--- src/design/cfm_pkg.sv ---
// Package with the shared widths, reset values and types of the capture frequency meter.
package cfm_pkg;

  localparam int unsigned NumChannels = 2;
  localparam int unsigned TimerBits   = 16;
  localparam int unsigned StampBits   = 24;
  localparam int unsigned CfgBits     = 24;
  localparam int unsigned FreqBits    = 24;
  localparam int unsigned ChanBits    = 1;
  localparam int unsigned CfgIdxBits  = 1;
  localparam int unsigned DivCntBits  = $clog2(FreqBits + 1);

  localparam logic [CfgBits-1:0] RefClockReset = CfgBits'(1000000);
  localparam logic [CfgBits-1:0] TimeoutReset  = CfgBits'(10500000);

  localparam logic [CfgIdxBits-1:0] CfgRefClock = CfgIdxBits'(0);
  localparam logic [CfgIdxBits-1:0] CfgTimeout  = CfgIdxBits'(1);

  localparam logic ModeCapture = 1'b0;
  localparam logic ModeQuery   = 1'b1;

  typedef struct packed {
    logic busy;
    logic done;
  } div_status_t;

endpackage

--- src/design/capture_frequency_meter.sv ---
// Top level of the two-channel input capture frequency meter.
//
//   Channel  Handshake               Payload
//   input    in_valid_i/in_ready_o   mode_i, channel_i, capture_value_i, now_stamp_i
//   result   out_valid_o/out_ready_i frequency_o, valid_res_o
//   config   cfg_valid_i/cfg_ready_o cfg_index_i, cfg_data_i
//
// A capture transaction gives no result.
// A query that needs a division waits for the bit-serial divider.
// Any other query puts its result in the output register on the next cycle.
// Reset restores the default register values and clears all channel state.
// Input is not taken while a division runs or a result waits to be taken.
module capture_frequency_meter
  import cfm_pkg::*;
(
  input  logic                  clk_i,
  input  logic                  rst_ni,
  input  logic                  in_valid_i,
  output logic                  in_ready_o,
  input  logic                  mode_i,
  input  logic [ChanBits-1:0]   channel_i,
  input  logic [TimerBits-1:0]  capture_value_i,
  input  logic [StampBits-1:0]  now_stamp_i,
  output logic                  out_valid_o,
  input  logic                  out_ready_i,
  output logic [FreqBits-1:0]   frequency_o,
  output logic                  valid_res_o,
  input  logic                  cfg_valid_i,
  output logic                  cfg_ready_o,
  input  logic [CfgIdxBits-1:0] cfg_index_i,
  input  logic [CfgBits-1:0]    cfg_data_i
);

  typedef enum logic {
    ST_IDLE,
    ST_DIV
  } state_e;

  state_e                 state_q;
  logic [CfgBits-1:0]     ref_clock_q;
  logic [CfgBits-1:0]     timeout_q;
  logic [TimerBits-1:0]   last_cap_q [NumChannels];
  logic [TimerBits-1:0]   period_q   [NumChannels];
  logic [StampBits-1:0]   edge_stamp_q [NumChannels];
  logic [NumChannels-1:0] chan_valid_q;
  logic [FreqBits-1:0]    held_freq_q;
  logic                   held_valid_q;
  logic                   out_valid_q;
  logic [FreqBits-1:0]    out_freq_q;
  logic                   out_vres_q;

  logic                   in_fire;
  logic [StampBits-1:0]   age;
  logic                   fresh;
  logic                   compute;
  logic                   div_start;
  logic                   out_load;
  div_status_t            div_status;
  logic [FreqBits-1:0]    quotient;

  assign in_ready_o  = (state_q == ST_IDLE) && (!out_valid_q || out_ready_i);
  assign in_fire     = in_valid_i && in_ready_o;
  assign cfg_ready_o = 1'b1;

  assign age     = now_stamp_i - edge_stamp_q[channel_i];
  assign fresh   = (age < timeout_q);
  assign compute = fresh && (period_q[channel_i] != '0) && chan_valid_q[channel_i];
  assign div_start = in_fire && (mode_i == ModeQuery) && compute;
  assign out_load  = (in_fire && (mode_i == ModeQuery) && !compute) ||
                     ((state_q == ST_DIV) && div_status.done);

  cfm_divider u_divider (
    .clk_i      (clk_i),
    .rst_ni     (rst_ni),
    .start_i    (div_start),
    .dividend_i (ref_clock_q),
    .divisor_i  (period_q[channel_i]),
    .status_o   (div_status),
    .quotient_o (quotient)
  );

  always_ff @(posedge clk_i or negedge rst_ni) begin
    if (!rst_ni) begin
      state_q      <= ST_IDLE;
      ref_clock_q  <= RefClockReset;
      timeout_q    <= TimeoutReset;
      chan_valid_q <= '0;
      held_freq_q  <= '0;
      held_valid_q <= 1'b0;
      out_valid_q  <= 1'b0;
      out_freq_q   <= '0;
      out_vres_q   <= 1'b0;
      for (int k = 0; k < NumChannels; k++) begin
        last_cap_q[k]   <= '0;
        period_q[k]     <= '0;
        edge_stamp_q[k] <= '0;
      end
    end else begin
      if (cfg_valid_i) begin
        unique case (cfg_index_i)
          CfgRefClock: ref_clock_q <= cfg_data_i;
          CfgTimeout:  timeout_q   <= cfg_data_i;
          default: ;
        endcase
      end
      if (out_valid_q && out_ready_i && !out_load) begin
        out_valid_q <= 1'b0;
      end
      unique case (state_q)
        ST_IDLE: begin
          if (in_fire) begin
            if (mode_i == ModeCapture) begin
              period_q[channel_i]     <= capture_value_i - last_cap_q[channel_i];
              last_cap_q[channel_i]   <= capture_value_i;
              edge_stamp_q[channel_i] <= now_stamp_i;
              chan_valid_q[channel_i] <= 1'b1;
            end else if (compute) begin
              state_q <= ST_DIV;
            end else if (!fresh) begin
              chan_valid_q[channel_i] <= 1'b0;
              held_valid_q <= 1'b0;
              out_valid_q  <= 1'b1;
              out_freq_q   <= held_freq_q;
              out_vres_q   <= 1'b0;
            end else begin
              out_valid_q <= 1'b1;
              out_freq_q  <= held_freq_q;
              out_vres_q  <= held_valid_q;
            end
          end
        end
        ST_DIV: begin
          if (div_status.done) begin
            held_freq_q  <= quotient;
            held_valid_q <= 1'b1;
            out_valid_q  <= 1'b1;
            out_freq_q   <= quotient;
            out_vres_q   <= 1'b1;
            state_q      <= ST_IDLE;
          end
        end
        default: state_q <= ST_IDLE;
      endcase
    end
  end

  assign out_valid_o = out_valid_q;
  assign frequency_o = out_freq_q;
  assign valid_res_o = out_vres_q;

endmodule

--- src/design/cfm_divider.sv ---
// Restoring divider that produces one quotient bit per cycle.
module cfm_divider
  import cfm_pkg::*;
(
  input  logic                 clk_i,
  input  logic                 rst_ni,
  input  logic                 start_i,
  input  logic [FreqBits-1:0]  dividend_i,
  input  logic [TimerBits-1:0] divisor_i,
  output div_status_t          status_o,
  output logic [FreqBits-1:0]  quotient_o
);

  logic [DivCntBits-1:0] count_q, count_d;
  logic                  busy_q, busy_d;
  logic                  done_q, done_d;
  logic [FreqBits-1:0]   quot_q, quot_d;
  logic [TimerBits:0]    rem_q, rem_d;
  logic [TimerBits-1:0]  div_q, div_d;
  logic [TimerBits:0]    rem_shift;
  logic [TimerBits:0]    rem_sub;
  logic                  fits;

  assign rem_shift = {rem_q[TimerBits-1:0], quot_q[FreqBits-1]};
  assign rem_sub   = rem_shift - {1'b0, div_q};
  assign fits      = (rem_shift >= {1'b0, div_q});

  always_comb begin
    count_d = count_q;
    busy_d  = busy_q;
    done_d  = 1'b0;
    quot_d  = quot_q;
    rem_d   = rem_q;
    div_d   = div_q;
    if (start_i) begin
      busy_d  = 1'b1;
      count_d = DivCntBits'(FreqBits);
      quot_d  = dividend_i;
      rem_d   = '0;
      div_d   = divisor_i;
    end else if (busy_q) begin
      rem_d   = fits ? rem_sub : rem_shift;
      quot_d  = {quot_q[FreqBits-2:0], fits};
      count_d = count_q - DivCntBits'(1);
      if (count_q == DivCntBits'(1)) begin
        busy_d = 1'b0;
        done_d = 1'b1;
      end
    end
  end

  always_ff @(posedge clk_i or negedge rst_ni) begin
    if (!rst_ni) begin
      count_q <= '0;
      busy_q  <= 1'b0;
      done_q  <= 1'b0;
    end else begin
      count_q <= count_d;
      busy_q  <= busy_d;
      done_q  <= done_d;
    end
  end

  always_ff @(posedge clk_i) begin
    quot_q <= quot_d;
    rem_q  <= rem_d;
    div_q  <= div_d;
  end

  assign status_o.busy = busy_q;
  assign status_o.done = done_q;
  assign quotient_o    = quot_q;

endmodule

--- config.mk ---
export PLATFORM = sky130hd
export DESIGN_NAME = capture_frequency_meter
export DESIGN_NICKNAME = d
export VERILOG_FILES = /design/src/design/cfm_pkg.sv /design/src/design/capture_frequency_meter.sv /design/src/design/cfm_divider.sv
export SDC_FILE = /design/constraint.sdc
export NUM_CORES = 1
export LEC_CHECK = 0
export BUFFER_PORTS_ARGS = -buffer_cell sky130_fd_sc_hd__clkbuf_2
export CAP_MARGIN = 20
export CORE_UTILIZATION = 35
export CTS_CLUSTER_SIZE = 25
export DETAILED_ROUTE_END_ITERATION = 10
export GPL_TIMING_DRIVEN = 0
export HOLD_SLACK_MARGIN = 0.15
export PLACE_DENSITY = 0.5
export SYNTH_ARGS = -nofsm -noshare
export SYNTH_HDL_FRONTEND = slang
export SYNTH_SLANG_ARGS = --single-unit
--- constraint.sdc ---
create_clock -name clk_i -period 6.32 [get_ports clk_i]
set_input_delay 1.58 -clock clk_i [delete_from_list [all_inputs] [get_ports clk_i]]
set_output_delay 1.58 -clock clk_i [all_outputs]
set_load 0.01 [all_outputs]
* Word-level counts from Yosys, hierarchy flattened
Index checks and enable logic that the tools add are counted.
** Cells by class
- $add $sub $neg :: 4
- Order comparisons :: 6
- Equality and inequality tests :: 8
- Mux-type cells :: 56
- Bitwise logic cells :: 7
- Reduce and logical (&&, ||, !) cells :: 26
** Operator list (count)
- 2-to-1 mux 24 bit :: 10
- 2-to-1 mux 16 bit :: 8
- bitwise mux 32 bit :: 2
- bitwise mux 48 bit :: 1
- case mux 24 bit (2 select lines) :: 1
- subtractor 16 bit :: 2
- demux 24 bit (select 1 bit) :: 1
- < comparator 24 bit :: 1
- subtractor 24 bit :: 1
- 2-to-1 mux 1 bit :: 23
- >= comparator 17 x 16 -> 1 bit :: 1
- demux 16 bit (select 1 bit) :: 1
- nonzero test 16 bit :: 1
- logical AND 1 bit :: 12
- 2-to-1 mux 5 bit :: 2
- != test 2 bit (second input constant) :: 5
- AND reduction 4 bit :: 2
- 2-to-1 mux 2 bit :: 3
- case mux 1 bit (2 select lines) :: 3
- AND reduction 2 bit :: 3
- equality test 5 x 1 -> 1 bit (second input constant) :: 1
- != test 5 bit (second input constant) :: 1
- AND reduction 5 bit :: 1
- subtractor 5 x 1 -> 5 bit (second input constant) :: 1
- 15 further kinds :: 20
** Word-level totals
- Register bits :: 276
- Input port bits :: 72
- Output and inout port bits :: 28
- Word-level logic and storage cells :: 127

* Depth between registers and ports, before layout
Gate-level depths: netlist of run 1.
- Depth after elaboration :: 18
- Gate-level depth with buffers :: 26
- Gate-level depth less buffers :: 22

* Cells and area by module
A second synthesis of run 1 with hierarchy kept.
** Second synthesis, totals
- Cell total of the unflattened synthesis :: 1403
- Area, all modules :: 14830.5 µm²
** Modules (own cells, without submodules)
- capture_frequency_meter :: instances 1, cells an instance 1101, area an instance 11375.9 µm², seq. area each 5350.1 µm²
- cfm_divider :: instances 1, cells an instance 302, area an instance 3454.6 µm², seq. area each 1696.6 µm²

* Worst setup path before layout of run 1
No wires, ideal clock.
- Path kind :: input port to flip-flop
- From :: input port channel_i
- To :: register u_divider.quot_q[0] (netlist: u_divider.quotient_o[0]) (enable)
- Setup time :: 0.381 ns
- Data arrival time :: 6.353 ns
- Required time :: 5.939 ns
- Slack :: -0.414 ns
- Cell stages on the path :: 24
- Path buffers :: 3
- Cells stage by stage :: buf_6 > clkbuf_1 > clkbuf_1 > mux2_2 > ha_1 > inv_1 > fa_1 > a211oi_1 > nor2_1 > a21oi_1 > a31oi_1 > a31oi_1 > o31a_1 > nor3_1 > a311o_1 > ha_1 > a21o_1 > a21o_1 > a21oi_1 > nand2_1 > a21oi_1 > or2_2 > nand3_2 > nand2_1
** On the way
- Longest elaborated chain between the ends :: 10
- Elaborated cells between the ends (all ways) :: 16
- Classes of those cells :: add/sub: 1; order compare: 1; mux: 8; bitwise: 1; reduce/logical: 5
** RTL lines
- start: declaration :: RTL line capture_frequency_meter.sv:21 : input logic [ChanBits-1:0] channel_i,
- NOT 1 -> 2 bit (not written as such) :: RTL line capture_frequency_meter.sv:65, capture_frequency_meter.sv:67
- 2-to-1 mux 24 bit (not written as such) (3 in a row) :: RTL line capture_frequency_meter.sv:65 : assign age = now_stamp_i - edge_stamp_q[channel_i];
- subtractor 24 bit :: RTL line capture_frequency_meter.sv:65
- < comparator 24 bit :: RTL line capture_frequency_meter.sv:66 : assign fresh = (age < timeout_q);
- logical AND 1 bit :: RTL line capture_frequency_meter.sv:67 : assign compute = fresh && (period_q[channel_i] != '0) && chan_valid_q[channel_i];
- logical AND 1 bit (*) :: RTL line capture_frequency_meter.sv:67
- logical AND 1 bit (*) :: RTL line capture_frequency_meter.sv:68 : assign div_start = in_fire && (mode_i == ModeQuery) && compute;
- nonzero test 2 bit (no line) (*)
- end signal: assignment :: RTL line cfm_divider.sv:65 : quot_q <= quot_d;
- end: declaration :: RTL line cfm_divider.sv:17 : logic [FreqBits-1:0] quot_q, quot_d;
Every way passes the cells marked *; elsewhere a longest branch is shown, timed or not. The select of a mux whose other input is x is not followed.
A chain may end at the register's enable or synchronous reset.

* Worst setup path in the final report of run 1
- From :: input port channel_i
- To :: register u_divider.quot_q[12] (netlist: u_divider.quotient_o[12]) (data pin)
** On the way
- Longest elaborated chain between the ends :: 10
- Elaborated cells between the ends (all ways) :: 16
- Classes of those cells :: add/sub: 1; order compare: 1; mux: 9; bitwise: 1; reduce/logical: 4
** RTL lines
- NOT 1 -> 2 bit (not written as such) :: RTL line capture_frequency_meter.sv:65, capture_frequency_meter.sv:67
- 2-to-1 mux 24 bit (not written as such) (3 in a row) :: RTL line capture_frequency_meter.sv:65
- subtractor 24 bit :: RTL line capture_frequency_meter.sv:65
- < comparator 24 bit :: RTL line capture_frequency_meter.sv:66
- logical AND 1 bit :: RTL line capture_frequency_meter.sv:67
- logical AND 1 bit (*) :: RTL line capture_frequency_meter.sv:67
- logical AND 1 bit (*) :: RTL line capture_frequency_meter.sv:68
- 2-to-1 mux 24 bit (*) :: RTL line cfm_divider.sv:35 : if (start_i) begin
- named net u_divider.quot_d[12] :: RTL line cfm_divider.sv:17
Mark *: on every way through the listed nets, which the timed path passes. The rest lies on a longest branch. The select of a mux whose other input is x is not followed.

==> flow_summary.json, run 1 <==
{
  "p_leak_nw": 8.16,
  "ioPinCount": 100,
  "drv_slew": 0,
  "final_cells": 2089,
  "violations": "DRC",
  "synth_edf_count": 40,
  "min_period_ns": 6.06,
  "vias": 10300,
  "grt_usage_pct": 17.1,
  "hold_path_class": "flop to flop",
  "rr_worst_depth": 22,
  "crit_path_start_kind": "input port",
  "fp.dieH_um": 207,
  "dominantRegCellSynth": "dfrtp_1",
  "netlist_area_um2": 14700,
  "cts_buffers": 35,
  "slowest_stage": "fa_1",
  "finalWeightedCongestion": 0.788,
  "numPortBuffers": 97,
  "arrival_ns": 6.34,
  "antenna_found_initial": 1,
  "synth_fp_nets": 1545,
  "synth_area_per_cell_um2": 10.6,
  "post-place-cells": 2021,
  "powerDensity_nw_per_um2": 514,
  "grt_overflow": 0,
  "drc": 2,
  "ys_types": 75,
  "initial_core_util_pct": 35.7,
  "num_rows": 74,
  "rsz0062_at_grt": "false",
  "setup_viol": 0,
  "fp.dieW_um": 207,
  "critPathMaxStageDelay_ns": 0.43,
  "cts_hold_buf": 0,
  "yosysWarnings": 0,
  "yosysSeqAreaShare_pct": 48.0,
  "finClkSkew_ns": 0.0280,
  "async_flop_share_pct": 79.7,
  "cp_max_fo": 17,
  "min_delay_worst_endpoint": "period_q[25]$_DFFE_PN0P_",
  "routed_wl_um": 35300,
  "clk_pin_slew_ns": 0.06,
  "worstPathRequired_ns": 6.59,
  "whs_path_depth": 2,
  "r2r-end": "u_divider.quotient_o[12]$_DFFE_PP_",
  "drtAntennaViolNets": 0,
  "clock_sinks": 276,
  "nets": 1684,
  "final_util_pct": 41.8,
  "die_area_um2": 42700,
  "status": "finished, violations left",
  "synth_area_leader_cell": "dfrtp_1",
  "holdWs_ns": 0.472,
  "avgViaCountPerCell": 4.94,
  "finalHoldViolations": 0,
  "drt_first_pass_iters": 10,
  "worst_pin_slew_ns": 0.782,
  "coreArea_um2": 41100,
  "path_class": "input port to flop",
  "min_from": "period_q[25]$_DFFE_PN0P_",
  "clkLatencyLatePin_ns": 0.55,
  "yosysMostFrequentCell": "nand2_1",
  "rr_startpoint": "edge_stamp_q[24]$_DFFE_PN0P_",
  "synthTopCellsByArea": "dfrtp_1, mux2_2, nand2_1, edfxtp_1, ha_1",
  "end_kind": "flop",
  "routedWlPerCell_um": 16.9,
  "crit_start": "channel_i",
  "synth_top_area_share_pct": 34.8,
  "grt_max_degree": 86,
  "max_freq_mhz": 165,
  "ys_seq_elements": 276,
  "rrSetupSlack_ns": 1.35,
  "syn_inst": 1390,
  "synth_common_cells": "nand2_1, dfrtp_1, mux2_2",
  "grt_pass1_wl_um": 56900,
  "cts_max_level": 2,
  "initialDrtViolationCount": 420,
  "clockRootBuffer": "clkbuf_16",
  "min_period_over_period_pct": 95.9,
  "grt_pass1_vias": 10100,
  "dp_hpwl_um": 25700,
  "crit_chain": "buf_8 -> buf_12 -> mux2_2 -> ha_1 -> inv_1 -> fa_1 -> a211oi_2 -> nor2_1 -> a21oi_2 -> a31oi_4 -> a21o_1 -> a21oi_1 -> xnor2_1 -> ha_1 -> and3_1 -> a221o_1 -> a21oi_1 -> o21ai_1 -> a21oi_2 -> or2_4 -> nand3_4 -> inv_6 -> buf_8 -> mux2_1",
  "max-vdd-ir-drop_uv": 193,
  "cts_tree": "done",
  "maxCapViolations": 0,
  "area_delta_synth_final_pct": 17.0,
  "clk_path_buf_depth": 3,
  "timing.slew.headroom_pct": 47.9,
  "drive_gt1_share_pct": 22.3
}
[report_power, final]
group	leakage (nW)	switching [mW]	total, mW	internal, mW
Sequential	3.22	0.413	3.00	2.58
Combinational	4.38	2.03	3.84	1.81
Clock	0.563	0.795	1.99	1.20
[logic make-up after synthesis]
| kind of cell | count (synthesis) | share of synthesized area [%] |
|---|---|---|
| AND/OR/NAND/NOR | 459 | 13.3 |
| flip-flops | 276 | 48.0 |
| multiplexers | 219 | 16.9 |
| AO/OA/AOI/OAI | 184 | 8.25 |
| buffers and inverters | 121 | 3.45 |
| adder cells (fa/ha/maj) | 83 | 7.23 |
| XOR/XNOR | 47 | 2.81 |
| other | 1 | 0.0256 |
[cells in the final DEF, fill, tap and decap left out, types with 29 or more instances in the layout]
master / netlist / layout
mux2_2: 121 / 121
nand2_1: 327 / 326
clkbuf_1: 40 / 48
xnor2_1: 36 / 36
inv_1: 63 / 63
dfrtp_1: 204 / 204
nor2_1: 45 / 45
a21oi_1: 46 / 43
clkbuf_16: 0 / 36
mux2_1: 29 / 29
o21ai_0: 36 / 36
mux2i_1: 49 / 49
ha_1: 80 / 80
edfxtp_1: 40 / 40
clkbuf_2: 0 / 96
[critical path: cells and delay by family]
kind                     cells  cell delay (ns)
buffers and inverters        5             0.68
AO/OA/AOI/OAI                9             1.82
multiplexers                 2             0.55
adder cells (fa/ha/maj)      3             0.84
XOR/XNOR                     1             0.15
AND/OR/NAND/NOR              4             0.67
[stage by stage]
stage | total power, mW | setup slack (ns) | setup TNS (ns) | instance area [um^2]
after CTS | 8.87 | 0.00946 | 0 | 17100
after detailed placement | 6.79 | -1.37 | -131.66 | 15900
after floorplan | 5.79 | 0.0383 | 0 | 14700
after global placement | 6.70 | -1.31 | -329.34 | 15800
final | 8.83 | 0.256 | 0 | 17200
after global routing | 9.56 | 0.00482 | 0 | 17200
[flip-flops by register name (all words and copies together), names as in the netlist, named ones only]
| signal | flops |
|---|---|
| ref_clock_q | 24 |
| period_q | 32 |
| timeout_q | 24 |
| last_cap_q | 32 |
| u_divider.rem_q | 16 |
| held_freq_q | 24 |
| u_divider.count_q | 5 |
| edge_stamp_q | 48 |
| u_divider.quotient_o | 24 |
| u_divider.done_q | 1 |
| out_valid_o | 1 |
| u_divider.div_q | 16 |
| valid_res_o | 1 |
| state_q | 1 |
| u_divider.busy_q | 1 |
| frequency_o | 24 |
[metal layers]
layer,GRT usage (%),routed length [um],share of wire (%)
met5,0,0,0
met4,5.47,672,1.9
met3,2.70,1200,3.4
met2,26.1,15600,44
met1,24.8,17800,50
[cell type report]
type / instances / area [um^2]
fill: 4035 / 23900
inverter: 64 / 245
clock buffer: 51 / 1010
timing repair buffer: 103 / 579
multi-input combinational: 993 / 7190
tap: 532 / 666
buffer: 56 / 297
antenna: 1 / 2.50
sequential: 276 / 7050
clock inverter: 13 / 140
[worst max-delay path by stage]
| stage | slack [ns] | cells past startpoint | to |
|---|---|---|---|
| 2_1_floorplan | 0.04 | 26 | u_divider.quotient_o[12]$_DFFE_PP_ |
| 3_3_place_gp | -1.31 | 22 | u_divider.div_q[5]$_DFFE_PP_ |
| 3_5_place_dp | -1.37 | 22 | u_divider.div_q[5]$_DFFE_PP_ |
| 4_1_cts | 0.009 | 25 | u_divider.quotient_o[12]$_DFFE_PP_ |
| 5_1_grt | 0.005 | 24 | u_divider.quotient_o[12]$_DFFE_PP_ |
| 6_report | 0.26 | 24 | u_divider.quotient_o[12]$_DFFE_PP_ |
[what timing repair did]
action	4_1_cts	5_1_grt
setup endpoints to repair	110	107
pin swaps	1	4
buffers inserted	1	3
resized for setup	11	13
Power figures use the tool's default switching activity.
==> run 2, diff against run 1 <==
Settings changed: CORE_ASPECT_RATIO from default to 1.4.
==> run 2 against run 1 <==
Net effect: critical path type unchanged; core utilization shrank 0.53 points; clock power shrank 6%; via count down 1.7%; critical endpoint unchanged; die area about the same; worst hold slack got worse by 0.00052 ns; largest cell class unchanged; largest power group unchanged; sequential share of layout area grew 0.35 points; register-to-register slack gained 0.04 ns; cell count shrank 0.24%; the flow now finishes without violations; global-route usage decreased by 0.61 points; setup slack better by 0.075 ns.
==> flow_summary.json, run 2 (synthesized netlist as in run 1, its figures left out) <==
{
  "initialDrtViolationCount": 444,
  "reg_top3": "edge_stamp_q (48), last_cap_q (32), period_q (32)",
  "drc": 0,
  "min_from": "period_q[22]$_DFFE_PN0P_",
  "cts_tree": "done",
  "grt_max_degree": 103,
  "grt_pass1_vias": 10600,
  "min_period_over_period_pct": 94.8,
  "clk_path_buf_depth": 3,
  "clockRootBuffer": "clkbuf_16",
  "grt_overflow": 0,
  "num_rows": 88,
  "final_common_cell": "nand2_1",
  "crit_path_start_kind": "input port",
  "path_buf_inv": 5,
  "initial_core_util_pct": 35.5,
  "crit_family": "compound AO/OA/AOI/OAI gates",
  "worstPathRequired_ns": 6.64,
  "dp_hpwl_um": 25400,
  "rr_worst_depth": 23,
  "regArea_um2": 7050,
  "max-vdd-ir-drop_uv": 270,
  "drt_first_pass_iters": 5,
  "antenna_found_initial": 1,
  "num_antenna_cells": 0,
  "clk_pin_slew_ns": 0.06,
  "largest_register_ff_count": 48,
  "status": "finished, final reports clean",
  "grt_pass1_wl_um": 56700,
  "nets": 1676,
  "routed_wl_um": 33900,
  "timing.slew.headroom_pct": 44.8,
  "cts_hold_buf": 0,
  "avgViaCountPerCell": 4.87,
  "powerDensity_nw_per_um2": 507,
  "max_freq_mhz": 167,
  "critPathMaxStageDelay_ns": 0.42,
  "cp_max_fo": 17,
  "most-common-layout-cells": "nand2_1, dfrtp_1, mux2_2, clkbuf_2, ha_1",
  "rsz0062_at_grt": "false",
  "nFillCells": 4146,
  "drive_gt1_share_pct": 21.8,
  "worst_pin_slew_ns": 0.828,
  "numPortBuffers": 97,
  "fp.dieW_um": 175,
  "end_kind": "flop",
  "top_register": "edge_stamp_q",
  "vias": 10200,
  "finClkSkew_ns": 0.0135,
  "clkLatencyLatePin_ns": 0.57,
  "p_leak_nw": 8.08,
  "die_area_um2": 42800,
  "setup_tns_ns": 0,
  "fp.dieH_um": 244,
  "rr_startpoint": "edge_stamp_q[0]$_DFFE_PN0P_",
  "ioPinCount": 100,
  "grt_usage_pct": 16.5,
  "coreArea_um2": 41300,
  "min_period_ns": 5.99,
  "maxCapViolations": 0,
  "hold_path_class": "flop to flop",
  "multi_input_area_um2": 7160,
  "final_util_pct": 41.2,
  "cts_buffers": 29,
  "finalHoldViolations": 0,
  "finalWeightedCongestion": 0.802,
  "arrival_ns": 6.31,
  "cts_max_level": 1,
  "slowest_stage": "fa_1",
  "path_class": "input port to flop",
  "drtAntennaViolNets": 0,
  "routedWlPerCell_um": 16.3,
  "setup_viol": 0,
  "whs_path_depth": 2,
  "clock_sinks": 276,
  "r2r-end": "u_divider.quotient_o[12]$_DFFE_PP_",
  "rrSetupSlack_ns": 1.39,
  "drv_slew": 0,
  "area_delta_synth_final_pct": 16.0,
  "min_delay_worst_endpoint": "period_q[22]$_DFFE_PN0P_"
}
==> run 2: where the power goes <==
| group | leakage, nW | switching, mW | internal [mW] |
|---|---|---|---|
| logic | 4.37 | 1.98 | 1.79 |
| registers | 3.22 | 0.413 | 2.58 |
| clock network | 0.500 | 0.747 | 1.12 |
| total | 8.08 | 3.14 | 5.49 |
==> run 2: timing repair <==
action,in CTS,in global routing
setup buffers,2,0
endpoints found under the setup margin,108,101
resized for setup,4,14
pin swaps,2,3
cloned,0,0
==> run 2: per-layer routing <==
layer  vias up  global-route usage [%]  part of all wire [%]
met2       138                    29.0                    49
met3        37                    2.25                   3.3
met1      4902                    21.3                    46
met4         2                    4.19                   1.6
met5         -                       0                 0.038
li1       5071                       -                     -
==> run 2: worst max path at each step <==
stage | start | to | slack, ns | cells past startpoint
6_report | channel_i | u_divider.quotient_o[12]$_DFFE_PP_ | 0.33 | 25
5_1_grt | channel_i | u_divider.quotient_o[12]$_DFFE_PP_ | 0.003 | 25
4_1_cts | channel_i | u_divider.quotient_o[22]$_DFFE_PP_ | 0.02 | 25
3_5_place_dp | channel_i | u_divider.div_q[6]$_DFFE_PP_ | -1.18 | 23
3_3_place_gp | channel_i | u_divider.div_q[5]$_DFFE_PP_ | -1.18 | 25
2_1_floorplan | channel_i | u_divider.quotient_o[12]$_DFFE_PP_ | 0.04 | 26
==> run 2: layout make-up <==
cell class / instances / area share (%)
Inverter: 64 / 1.44
Clock inverter: 18 / 1.58
Sequential cell: 276 / 41.4
Clock buffer: 36 / 4.53
Buffer: 56 / 1.73
Timing Repair Buffer: 101 / 3.31
Tap cell: 540 / 3.97
Multi-Input combinational cell: 993 / 42.0
==> run 2: per-stage QoR <==
stage / worst slack [ns] / hold slack (ns) / area [um^2] / std cells / power [mW]
2_1_floorplan: 0.0383 / 0.440 / 14700 / 1390 / 5.79
3_3_place_gp: -1.18 / 0.456 / 15900 / 2027 / 6.70
3_5_place_dp: -1.18 / 0.461 / 15900 / 2029 / 6.78
4_1_cts: 0.0228 / 0.476 / 17000 / 2084 / 8.72
5_1_grt: 0.00350 / 0.487 / 17000 / 2084 / 9.38
6_report: 0.331 / 0.472 / 17000 / 2084 / 8.63
==> run 2: tightest hold or removal path: stages, from the launching register on <==
cell	delay (ns)
dfrtp_1	0.34
nand2_1	0.05
nand2_1	0.05
